File: src/hw/rtl/pcrc_pkg.sv
`default_nettype none

package pcrc_pkg;

    // field widths
    localparam int unsigned BYTE_W  = 8;
    localparam int unsigned ADDR_W  = 25;
    localparam int unsigned CRC_W   = 32;
    localparam int unsigned START_W = 12;
    localparam int unsigned LEN_W   = 25;
    localparam int unsigned CFG_IDX_W = 1;

    // default sizes
    localparam int unsigned PAGE_BYTES_DEF        = 4096;
    localparam int unsigned MAX_REQUEST_BYTES_DEF = 16777216;

    // wire framing
    localparam logic [ADDR_W-1:0] SLOT_BYTES = ADDR_W'(4);

    // crc32c, reflected
    localparam logic [CRC_W-1:0] CRC_POLY = 32'h82F6_3B78;
    localparam logic [CRC_W-1:0] CRC_INIT = 32'hFFFF_FFFF;

    // register indexes
    localparam logic [CFG_IDX_W-1:0] REG_START_IN_PAGE  = 1'b0;
    localparam logic [CFG_IDX_W-1:0] REG_REQUEST_LENGTH = 1'b1;

    // register reset values
    localparam logic [START_W-1:0] START_RESET  = '0;
    localparam logic [LEN_W-1:0]   LENGTH_RESET = LEN_W'(1);

    typedef struct packed {
        logic               restart;
        logic [START_W-1:0] start_mod;
        logic [LEN_W-1:0]   sat_len;
    } restart_t;

    typedef struct packed {
        logic [ADDR_W-1:0] wire_address;
        logic [BYTE_W-1:0] byte_out;
        logic              crc_valid;
        logic [CRC_W-1:0]  crc_value;
        logic [ADDR_W-1:0] crc_address;
        logic              request_done;
        logic [ADDR_W-1:0] encoded_size;
        logic [LEN_W-1:0]  bytes_consumed;
    } result_t;

    // one byte through the crc32c register, lsb first
    function automatic logic [CRC_W-1:0] crc_byte(logic [CRC_W-1:0] crc, logic [BYTE_W-1:0] b);
        logic [CRC_W-1:0] c;
        c = crc ^ {{(CRC_W-BYTE_W){1'b0}}, b};
        for (int i = 0; i < BYTE_W; i++)
        begin
            c = c[0] ? ((c >> 1) ^ CRC_POLY) : (c >> 1);
        end
        return c;
    endfunction

    // start offset reduced modulo the page size by restoring subtraction
    function automatic logic [START_W-1:0] page_mod(logic [START_W-1:0] start,
                                                     int unsigned page);
        logic [23:0] r;
        logic [23:0] d;
        r = 24'(start);
        for (int i = 7; i >= 0; i--)
        begin
            d = 24'(page << i);
            if (r >= d)
            begin
                r = r - d;
            end
        end
        return r[START_W-1:0];
    endfunction

    // request length clipped to the largest request
    function automatic logic [LEN_W-1:0] sat_len(logic [LEN_W-1:0] len, int unsigned max_bytes);
        logic [30:0] m;
        m = 31'(max_bytes);
        if (31'(len) > m)
        begin
            return m[LEN_W-1:0];
        end
        return len;
    endfunction

endpackage

`default_nettype wire

File: src/hw/rtl/pcrc_data_if.sv
`default_nettype none

interface pcrc_data_if;
    logic                         valid;
    logic                         ready;
    logic [pcrc_pkg::BYTE_W-1:0]  data_byte;
    logic                         end_of_data;

    modport source (output valid, output data_byte, output end_of_data, input ready);
    modport sink   (input valid, input data_byte, input end_of_data, output ready);
endinterface

`default_nettype wire

File: src/hw/rtl/pcrc_result_if.sv
`default_nettype none

interface pcrc_result_if;
    logic                         valid;
    logic                         ready;
    logic [pcrc_pkg::ADDR_W-1:0]  wire_address;
    logic [pcrc_pkg::BYTE_W-1:0]  byte_out;
    logic                         crc_valid;
    logic [pcrc_pkg::CRC_W-1:0]   crc_value;
    logic [pcrc_pkg::ADDR_W-1:0]  crc_address;
    logic                         request_done;
    logic [pcrc_pkg::ADDR_W-1:0]  encoded_size;
    logic [pcrc_pkg::LEN_W-1:0]   bytes_consumed;

    modport source (output valid, output wire_address, output byte_out, output crc_valid,
                    output crc_value, output crc_address, output request_done,
                    output encoded_size, output bytes_consumed, input ready);
    modport sink   (input valid, input wire_address, input byte_out, input crc_valid,
                    input crc_value, input crc_address, input request_done,
                    input encoded_size, input bytes_consumed, output ready);
endinterface

`default_nettype wire

File: src/hw/rtl/pcrc_cfg_if.sv
`default_nettype none

interface pcrc_cfg_if;
    logic                           valid;
    logic                           ready;
    logic [pcrc_pkg::CFG_IDX_W-1:0] index;
    logic [pcrc_pkg::LEN_W-1:0]     data;

    modport source (output valid, output index, output data, input ready);
    modport sink   (input valid, input index, input data, output ready);
endinterface

`default_nettype wire

File: src/hw/rtl/pcrc_cfg.sv
`default_nettype none

module pcrc_cfg #(
    parameter int unsigned PAGE_BYTES        = pcrc_pkg::PAGE_BYTES_DEF,
    parameter int unsigned MAX_REQUEST_BYTES = pcrc_pkg::MAX_REQUEST_BYTES_DEF
) (
    input  wire logic                           clk,
    input  wire logic                           rst_n,
    input  wire logic                           wr_en,
    input  wire logic [pcrc_pkg::CFG_IDX_W-1:0] wr_index,
    input  wire logic [pcrc_pkg::LEN_W-1:0]     wr_data,
    output pcrc_pkg::restart_t                  restart
);

    logic [pcrc_pkg::START_W-1:0] start_mod_reg;
    logic [pcrc_pkg::START_W-1:0] start_mod_next;
    logic [pcrc_pkg::LEN_W-1:0]   sat_len_reg;
    logic [pcrc_pkg::LEN_W-1:0]   sat_len_next;

    always_comb
    begin
        start_mod_next = start_mod_reg;
        sat_len_next   = sat_len_reg;
        if (wr_en)
        begin
            unique case (wr_index)
                pcrc_pkg::REG_START_IN_PAGE:
                begin
                    start_mod_next = pcrc_pkg::page_mod(wr_data[pcrc_pkg::START_W-1:0],
                                                        PAGE_BYTES);
                end
                pcrc_pkg::REG_REQUEST_LENGTH:
                begin
                    sat_len_next = pcrc_pkg::sat_len(wr_data, MAX_REQUEST_BYTES);
                end
                default:
                begin
                    start_mod_next = start_mod_reg;
                end
            endcase
        end
    end

    always_ff @(posedge clk or negedge rst_n)
    begin
        if (!rst_n)
        begin
            start_mod_reg <= pcrc_pkg::page_mod(pcrc_pkg::START_RESET, PAGE_BYTES);
            sat_len_reg   <= pcrc_pkg::sat_len(pcrc_pkg::LENGTH_RESET, MAX_REQUEST_BYTES);
        end
        else
        begin
            start_mod_reg <= start_mod_next;
            sat_len_reg   <= sat_len_next;
        end
    end

    // the core reloads from the values being written in the same edge
    assign restart.restart   = wr_en;
    assign restart.start_mod = start_mod_next;
    assign restart.sat_len   = sat_len_next;

endmodule

`default_nettype wire

File: src/hw/rtl/pcrc_core.sv
`default_nettype none

module pcrc_core #(
    parameter int unsigned PAGE_BYTES        = pcrc_pkg::PAGE_BYTES_DEF,
    parameter int unsigned MAX_REQUEST_BYTES = pcrc_pkg::MAX_REQUEST_BYTES_DEF
) (
    input  wire logic                        clk,
    input  wire logic                        rst_n,
    input  wire logic                        accept,
    input  wire logic [pcrc_pkg::BYTE_W-1:0] data_byte,
    input  wire logic                        end_of_data,
    input  wire pcrc_pkg::restart_t          restart,
    output pcrc_pkg::result_t                result
);

    localparam int unsigned PW = $clog2(PAGE_BYTES + 1);
    localparam logic [PW-1:0] PAGE_END = PW'(PAGE_BYTES);
    localparam logic [pcrc_pkg::LEN_W-1:0] LEN_RESET =
        pcrc_pkg::sat_len(pcrc_pkg::LENGTH_RESET, MAX_REQUEST_BYTES);
    localparam logic [PW-1:0] POS_RESET =
        PW'(pcrc_pkg::page_mod(pcrc_pkg::START_RESET, PAGE_BYTES));

    logic [pcrc_pkg::CRC_W-1:0]  crc_reg,      crc_next;
    logic [PW-1:0]               pos_reg,      pos_next;
    logic [pcrc_pkg::LEN_W-1:0]  remain_reg,   remain_next;
    logic [pcrc_pkg::ADDR_W-1:0] wptr_reg,     wptr_next;
    logic [pcrc_pkg::ADDR_W-1:0] slot_reg,     slot_next;
    logic                        finished_reg, finished_next;
    logic [pcrc_pkg::LEN_W-1:0]  consumed_reg, consumed_next;

    logic [pcrc_pkg::CRC_W-1:0]  crc_upd;
    logic [PW-1:0]               pos_inc;
    logic [pcrc_pkg::LEN_W-1:0]  remain_dec;
    logic [pcrc_pkg::ADDR_W-1:0] wptr_inc;
    logic                        last_byte;
    logic                        close;

    assign crc_upd    = pcrc_pkg::crc_byte(crc_reg, data_byte);
    assign pos_inc    = pos_reg + PW'(1);
    assign remain_dec = remain_reg - pcrc_pkg::LEN_W'(1);
    assign wptr_inc   = wptr_reg + pcrc_pkg::ADDR_W'(1);
    assign last_byte  = end_of_data || (remain_dec == '0);
    assign close      = last_byte || (pos_inc >= PAGE_END);

    always_comb
    begin
        result        = '0;
        crc_next      = crc_reg;
        pos_next      = pos_reg;
        remain_next   = remain_reg;
        wptr_next     = wptr_reg;
        slot_next     = slot_reg;
        finished_next = finished_reg;
        consumed_next = consumed_reg;

        if (finished_reg)
        begin
            // request over: item swallowed, totals repeated
            result.request_done   = 1'b1;
            result.encoded_size   = slot_reg;
            result.bytes_consumed = consumed_reg;
        end
        else
        begin
            result.wire_address   = wptr_reg;
            result.byte_out       = data_byte;
            result.encoded_size   = wptr_inc;
            result.bytes_consumed = consumed_reg + pcrc_pkg::LEN_W'(1);
            result.crc_valid      = close;
            result.request_done   = last_byte;
            if (close)
            begin
                result.crc_value   = ~crc_upd;
                result.crc_address = slot_reg;
            end

            if (accept)
            begin
                remain_next   = remain_dec;
                consumed_next = consumed_reg + pcrc_pkg::LEN_W'(1);
                if (close)
                begin
                    crc_next      = pcrc_pkg::CRC_INIT;
                    pos_next      = '0;
                    slot_next     = wptr_inc;
                    wptr_next     = wptr_inc + pcrc_pkg::SLOT_BYTES;
                    finished_next = last_byte;
                end
                else
                begin
                    crc_next  = crc_upd;
                    pos_next  = pos_inc;
                    wptr_next = wptr_inc;
                end
            end
        end

        if (restart.restart)
        begin
            crc_next      = pcrc_pkg::CRC_INIT;
            pos_next      = PW'(restart.start_mod);
            remain_next   = restart.sat_len;
            wptr_next     = pcrc_pkg::SLOT_BYTES;
            slot_next     = '0;
            finished_next = (restart.sat_len == '0);
            consumed_next = '0;
        end
    end

    always_ff @(posedge clk or negedge rst_n)
    begin
        if (!rst_n)
        begin
            crc_reg      <= pcrc_pkg::CRC_INIT;
            pos_reg      <= POS_RESET;
            remain_reg   <= LEN_RESET;
            wptr_reg     <= pcrc_pkg::SLOT_BYTES;
            slot_reg     <= '0;
            finished_reg <= (LEN_RESET == '0);
            consumed_reg <= '0;
        end
        else
        begin
            crc_reg      <= crc_next;
            pos_reg      <= pos_next;
            remain_reg   <= remain_next;
            wptr_reg     <= wptr_next;
            slot_reg     <= slot_next;
            finished_reg <= finished_next;
            consumed_reg <= consumed_next;
        end
    end

endmodule

`default_nettype wire

File: src/hw/rtl/pcrc_obuf.sv
`default_nettype none

module pcrc_obuf (
    input  wire logic              clk,
    input  wire logic              rst_n,
    input  wire logic              in_valid,
    output logic                   in_ready,
    input  wire pcrc_pkg::result_t in_item,
    output logic                   out_valid,
    input  wire logic              out_ready,
    output pcrc_pkg::result_t      out_item
);

    logic              valid_reg;
    logic              valid_next;
    pcrc_pkg::result_t item_reg;

    assign in_ready   = !valid_reg || out_ready;
    assign valid_next = (in_valid && in_ready) || (valid_reg && !out_ready);

    always_ff @(posedge clk or negedge rst_n)
    begin
        if (!rst_n)
        begin
            valid_reg <= 1'b0;
        end
        else
        begin
            valid_reg <= valid_next;
        end
    end

    always_ff @(posedge clk)
    begin
        if (in_valid && in_ready)
        begin
            item_reg <= in_item;
        end
    end

    assign out_valid = valid_reg;
    assign out_item  = item_reg;

endmodule

`default_nettype wire

File: src/hw/rtl/page_crc32c_interleave_encoder.sv
// Per-page CRC32c framing encoder: file bytes come in one item at a time on
// data, and every item gives exactly one result item on result in the cycle after
// it is accepted. Bytes are cut into fragments ending on page boundaries (the
// first is short when start_in_page is not zero, the last when the request
// length or end_of_data ends it); each fragment sits behind a 4-byte CRC slot
// in the wire buffer. A result carries the byte's wire address and, on a
// closing byte, the fragment's CRC32c and slot address. Throughput is one item
// per clock: the byte-wide CRC update and the pointer arithmetic are a single
// combinational pass between the state registers and the output register, and
// data.ready drops only while the output register holds an item that the sink
// does not take. Items after the request completes are swallowed and answered
// with the totals. Writing either register on cfg (always ready) restarts the
// request; write only while no result is outstanding.
`default_nettype none

module page_crc32c_interleave_encoder #(
    parameter int unsigned PAGE_BYTES        = pcrc_pkg::PAGE_BYTES_DEF,
    parameter int unsigned MAX_REQUEST_BYTES = pcrc_pkg::MAX_REQUEST_BYTES_DEF
) (
    input  wire logic     clk,
    input  wire logic     rst_n,
    pcrc_data_if.sink     data,
    pcrc_result_if.source result,
    pcrc_cfg_if.sink      cfg
);

    pcrc_pkg::restart_t restart;
    pcrc_pkg::result_t  core_item;
    pcrc_pkg::result_t  out_item;
    logic               accept;

    // register writes never stall
    assign cfg.ready = 1'b1;
    assign accept    = data.valid && data.ready;

    // register file, start offset folded into the page here
    pcrc_cfg #(
        .PAGE_BYTES        (PAGE_BYTES),
        .MAX_REQUEST_BYTES (MAX_REQUEST_BYTES)
    ) u_cfg (
        .clk      (clk),
        .rst_n    (rst_n),
        .wr_en    (cfg.valid),
        .wr_index (cfg.index),
        .wr_data  (cfg.data),
        .restart  (restart)
    );

    // crc, page position and wire pointers
    pcrc_core #(
        .PAGE_BYTES        (PAGE_BYTES),
        .MAX_REQUEST_BYTES (MAX_REQUEST_BYTES)
    ) u_core (
        .clk         (clk),
        .rst_n       (rst_n),
        .accept      (accept),
        .data_byte   (data.data_byte),
        .end_of_data (data.end_of_data),
        .restart     (restart),
        .result      (core_item)
    );

    // output register, frees the input side as soon as the sink takes the item
    pcrc_obuf u_obuf (
        .clk       (clk),
        .rst_n     (rst_n),
        .in_valid  (data.valid),
        .in_ready  (data.ready),
        .in_item   (core_item),
        .out_valid (result.valid),
        .out_ready (result.ready),
        .out_item  (out_item)
    );

    assign result.wire_address   = out_item.wire_address;
    assign result.byte_out       = out_item.byte_out;
    assign result.crc_valid      = out_item.crc_valid;
    assign result.crc_value      = out_item.crc_value;
    assign result.crc_address    = out_item.crc_address;
    assign result.request_done   = out_item.request_done;
    assign result.encoded_size   = out_item.encoded_size;
    assign result.bytes_consumed = out_item.bytes_consumed;

endmodule

`default_nettype wire

File: src/flat_wrapper.sv
// flat-port wrapper written by rule: the top's interface ports become plain ports
module page_crc32c_interleave_encoder_flat 
#(
    parameter int unsigned PAGE_BYTES        = pcrc_pkg::PAGE_BYTES_DEF,
    parameter int unsigned MAX_REQUEST_BYTES = pcrc_pkg::MAX_REQUEST_BYTES_DEF
)
  (clk, rst_n, data_valid, data_data_byte, data_end_of_data, data_ready, result_valid, result_wire_address, result_byte_out, result_crc_valid, result_crc_value, result_crc_address, result_request_done, result_encoded_size, result_bytes_consumed, result_ready, cfg_valid, cfg_index, cfg_data, cfg_ready);
  pcrc_data_if data_i ();
  pcrc_result_if result_i ();
  pcrc_cfg_if cfg_i ();
  input  wire logic clk;
  input  wire logic rst_n;
  input wire logic [$bits(data_i.valid)-1:0] data_valid;
  input wire logic [$bits(data_i.data_byte)-1:0] data_data_byte;
  input wire logic [$bits(data_i.end_of_data)-1:0] data_end_of_data;
  output wire logic [$bits(data_i.ready)-1:0] data_ready;
  output wire logic [$bits(result_i.valid)-1:0] result_valid;
  output wire logic [$bits(result_i.wire_address)-1:0] result_wire_address;
  output wire logic [$bits(result_i.byte_out)-1:0] result_byte_out;
  output wire logic [$bits(result_i.crc_valid)-1:0] result_crc_valid;
  output wire logic [$bits(result_i.crc_value)-1:0] result_crc_value;
  output wire logic [$bits(result_i.crc_address)-1:0] result_crc_address;
  output wire logic [$bits(result_i.request_done)-1:0] result_request_done;
  output wire logic [$bits(result_i.encoded_size)-1:0] result_encoded_size;
  output wire logic [$bits(result_i.bytes_consumed)-1:0] result_bytes_consumed;
  input wire logic [$bits(result_i.ready)-1:0] result_ready;
  input wire logic [$bits(cfg_i.valid)-1:0] cfg_valid;
  input wire logic [$bits(cfg_i.index)-1:0] cfg_index;
  input wire logic [$bits(cfg_i.data)-1:0] cfg_data;
  output wire logic [$bits(cfg_i.ready)-1:0] cfg_ready;
  assign data_i.valid = data_valid;
  assign data_i.data_byte = data_data_byte;
  assign data_i.end_of_data = data_end_of_data;
  assign data_ready = data_i.ready;
  assign result_valid = result_i.valid;
  assign result_wire_address = result_i.wire_address;
  assign result_byte_out = result_i.byte_out;
  assign result_crc_valid = result_i.crc_valid;
  assign result_crc_value = result_i.crc_value;
  assign result_crc_address = result_i.crc_address;
  assign result_request_done = result_i.request_done;
  assign result_encoded_size = result_i.encoded_size;
  assign result_bytes_consumed = result_i.bytes_consumed;
  assign result_i.ready = result_ready;
  assign cfg_i.valid = cfg_valid;
  assign cfg_i.index = cfg_index;
  assign cfg_i.data = cfg_data;
  assign cfg_ready = cfg_i.ready;
  page_crc32c_interleave_encoder #(.PAGE_BYTES(PAGE_BYTES), .MAX_REQUEST_BYTES(MAX_REQUEST_BYTES)) u_core (.clk(clk), .rst_n(rst_n), .data(data_i), .result(result_i), .cfg(cfg_i));
endmodule
File: config.mk
export PLATFORM = sky130hd
export DESIGN_NAME = page_crc32c_interleave_encoder_flat
export DESIGN_NICKNAME = d
export VERILOG_FILES = /design/src/hw/rtl/pcrc_pkg.sv /design/src/hw/rtl/pcrc_data_if.sv /design/src/hw/rtl/pcrc_result_if.sv /design/src/hw/rtl/pcrc_cfg_if.sv /design/src/hw/rtl/pcrc_cfg.sv /design/src/hw/rtl/pcrc_core.sv /design/src/hw/rtl/pcrc_obuf.sv /design/src/hw/rtl/page_crc32c_interleave_encoder.sv /design/src/flat_wrapper.sv
export SDC_FILE = /design/constraint.sdc
export NUM_CORES = 1
export LEC_CHECK = 0
export BUFFER_PORTS_ARGS = -buffer_cell sky130_fd_sc_hd__buf_2
export CAP_MARGIN = 30
export CELL_PAD_IN_SITES_DETAIL_PLACEMENT = 0
export CELL_PAD_IN_SITES_GLOBAL_PLACEMENT = 1
export CORE_MARGIN = 2
export CORE_UTILIZATION = 42
export CTS_CLUSTER_DIAMETER = 50
export DETAILED_ROUTE_END_ITERATION = 8
export GPL_TIMING_DRIVEN = 0
export PLACE_DENSITY_LB_ADDON = 0.1
export RECOVER_POWER = 100
export SYNTH_ARGS = -nofsm -noshare
export SYNTH_HDL_FRONTEND = slang
export SYNTH_SLANG_ARGS = --single-unit
File: constraint.sdc
create_clock -name clk -period 5.3 [get_ports clk]
set_input_delay 0.53 -clock clk [delete_from_list [all_inputs] [get_ports clk]]
set_output_delay 0.53 -clock clk [all_outputs]
set_load 0.02 [all_outputs]
==> results_dict.tcl <==
set metrics [dict create \
    status "finished, violations left" \
    failed_checks "capacitance limit, slew limit" \
    root_buffer "clkbuf_16" \
    setup_tns_ps 0 \
    fin_skew_ps 14.98 \
    cp-start-kind "flip-flop" \
    ant_nets 0 \
    dr_total_vias 12424 \
    stdcell_count 2312 \
    postSynthAreaPerCell_sq_um 10.71 \
    die_area_sq_um 40490 \
    overflow 0 \
    finalInstanceArea_sq_um 19280 \
    setup_violations 0 \
    crit_slowest_cell "nor4_1" \
    grtUsageTotal_pct 23.31 \
    placementRows 72 \
    clk_latency_ps 560 \
    antenna_found_initial 0 \
    fmax_mhz 214.3 \
    synth-main-ff-cell "dfrtp_1" \
    rsz0062_at_grt "no" \
    cap_violations 3 \
    num_io_pins 185 \
    p_seq_share_pct 36.0 \
    rrSetupSlack_ps 630 \
    cp_slowest_stage_delay_ps 710 \
    cp_common_cell "clkbuf_1" \
    worstMarginPinSlew_ps 3531 \
    drt_iter0_markers 773 \
    clk_pin_slew_ps 60 \
    cts_resized 0 \
    synth_area_leaders "edfxtp_1 26%, dfrtp_1 23%, dfstp_2 5.6%" \
    ys_ff_latch 326 \
    core_area_sq_um 38560 \
    synth_edf_count 142 \
    start_util_pct 42.37 \
    crit_type "reg -> reg" \
    netlist_instances 1525 \
    final_nets 1806 \
    hold_class "in -> reg" \
    largest_reg_flops 142 \
    synth_commonest_cells "152 x nor2_1, 149 x dfrtp_1, 142 x edfxtp_1" \
    power_frac_clock_pct 33.1 \
    drv_slew 114 \
    area_delta_synth_final_pct 17.98 \
    cts.sinks 326 \
    grt_max_degree 71 \
    cts_tree "built" \
    tritoncts.num_buffers 42 \
    dp_hpwl_mm 34.30 \
    path_cells "or4_1, or4_1, clkbuf_1, o31a_1, nor4_1, nand4_4, and2_0, clkbuf_1, nand2_1, clkbuf_1, o22a_1" \
    slew_headroom_pct -135.4 \
    htreeDepth 2 \
    hold_violations 0 \
    die_w_um 201.2 \
    diodes 0 \
    p_int_mw 6.093 \
    portBuffers 183 \
    synth_top_area_share_pct 26.10 \
    worstPathMaxFanout 10 \
    p_leak_nw 7.329 \
    dpl_cell_area_sq_um 18030 \
    powerDensity_nw_per_um2 473.9 \
    synthesis.nets 1571 \
    detail_route.wl_per_cell_um 20.30 \
    grt_pass1_vias 12470 \
    ys_seq_area_share_pct 54.55 \
    critPathArrivalTime_ps 5170 \
    grt_pass1_wl_mm 73.04 \
    switching_power_mw 3.043 \
    yosys.area.top_type "edfxtp_1" \
    drc_errors 0 \
    gp_congestion 0.8850 \
    drive_above_1_share_pct 10.76 \
    synth_warnings 0 \
    cts.path.max_buffers 3 \
    fin_crit_sh_pct 88.06 \
    ir_worst_vdd_mv 0.3314 \
    endpoint_kind "flip-flop" \
    viasPerCell 5.374 \
    switching_share_pct 33.31 \
    combPwrFrac_pct 31.0 \
    synth_area_sq_um 16340 \
    dr.pass1.iters 5 \
    die-height_um 201.2 \
    ys_async_sr_fraction_pct 56.44 \
    routed_wirelength_mm 46.94 \
    synth.most_common_cell "nor2_1" \
    cp_data_required_time_ps 5800 \
    synth_cell_types 76 \
    numPlacedInstances 2232 \
    layout_min_cycle_time_ps 4667 \
]
## worst max-delay path: cells and delay by family (launching register included)
family,cells,cell delay (ps)
AOI/OAI and AO/OA,2,540
buffers and inverters,3,920
DFF,1,410
and+or+nand+nor,6,2740
## power groups by stage
stage               clock [mW]  combinational (mW)  sequential, mW
floorplan                    0                1.89            3.48
global placement             0                2.85            3.33
detailed placement           0                2.90            3.33
CTS                       3.09                2.91            3.28
global route              3.20                3.10            3.32
finish                    3.02                2.83            3.29
## metrics by stage
stage	power, mW	util (%)	worst slack [ps]	hold slack, ps
5_1_grt	9.620	49.99	422.7	164.0
4_1_cts	9.279	50.69	1004	155.4
3_5_place_dp	6.224	46.77	1030	473.5
6_report	9.136	49.99	632.8	173.0
3_3_place_gp	6.178	46.43	-410.8	472.4
2_1_floorplan	5.370	-	1194	234.4
## worst paths after layout
kind | from | end | cells past startpoint
max in group asynchronous | rst_n | u_core.u_core.remain_reg[13] | 2
min reg2reg | u_core.u_core.slot_reg[6] | u_core.u_core.slot_reg[6] | 1
max reg2reg | u_core.u_core.remain_reg[11] | u_core.u_core.crc_reg[3] | 11
min | data_valid | u_core.u_obuf.out_valid | 2
max | u_core.u_core.remain_reg[11] | u_core.u_core.crc_reg[3] | 11
min in group asynchronous | rst_n | u_core.u_core.slot_reg[22] | 2
## layout by cell type (no fill, tap or decap), types with 7 or more instances in the layout
cell type,synthesis,routed
dfstp_2,35,35
xnor2_1,101,101
a21oi_1,51,51
a31oi_1,11,11
clkbuf_1,70,239
and2_1,27,12
nand3_1,54,54
dfrtp_1,149,149
nand4_1,17,17
and2_0,0,15
o2bb2ai_1,8,8
nand2_1,133,133
nor3_1,28,28
nor2_1,152,152
mux2i_1,28,28
nand2b_1,16,16
or3_1,18,18
o211ai_1,7,7
mux2_2,32,31
o21ai_0,67,69
buf_2,8,39
nor4_1,36,37
nor2b_1,44,44
edfxtp_1,142,142
xor2_1,80,80
or4_1,6,7
inv_1,30,30
clkbuf_16,0,45
a22o_1,17,17
and3_1,13,13
o22a_1,29,29
## cell families after synthesis
logic type                 share of synthesized area, %
muxes                                             3.921
AOI/OAI and AO/OA                                 10.68
xor gates and xnor gates                          9.703
and+or+nand+nor                                   17.76
adders and majority gates                        0.4595
buffers and inverters                             2.910
DFF                                               54.55
other                                           0.02295
## cell type report
cell class	instances	area, sq um
clock inverters	20	284.0
clock buffers	58	1215
multi-input cells	1078	6908
flip-flops and latches	326	8912
inverters	30	112.6
well taps	518	648.1
repair buffers	191	847.1
plain buffers	91	349.1
fillers	3705	19280
## metal layers
metal / track usage [%] / share of wire, % / vias up
met5: 0 / 0 / -
met4: 7.721 / 3.1 / 0
met3: 4.373 / 5.4 / 75
met2: 37.37 / 46 / 339
met1: 31.99 / 46 / 6078
li1: - / - / 5932
## timing repair
item | in CTS | in global routing
hold buffers | 1 | 0
setup buffers | 0 | 0
endpoints found under the hold margin | 58 | 0
Power figures use the tool's default switching activity.
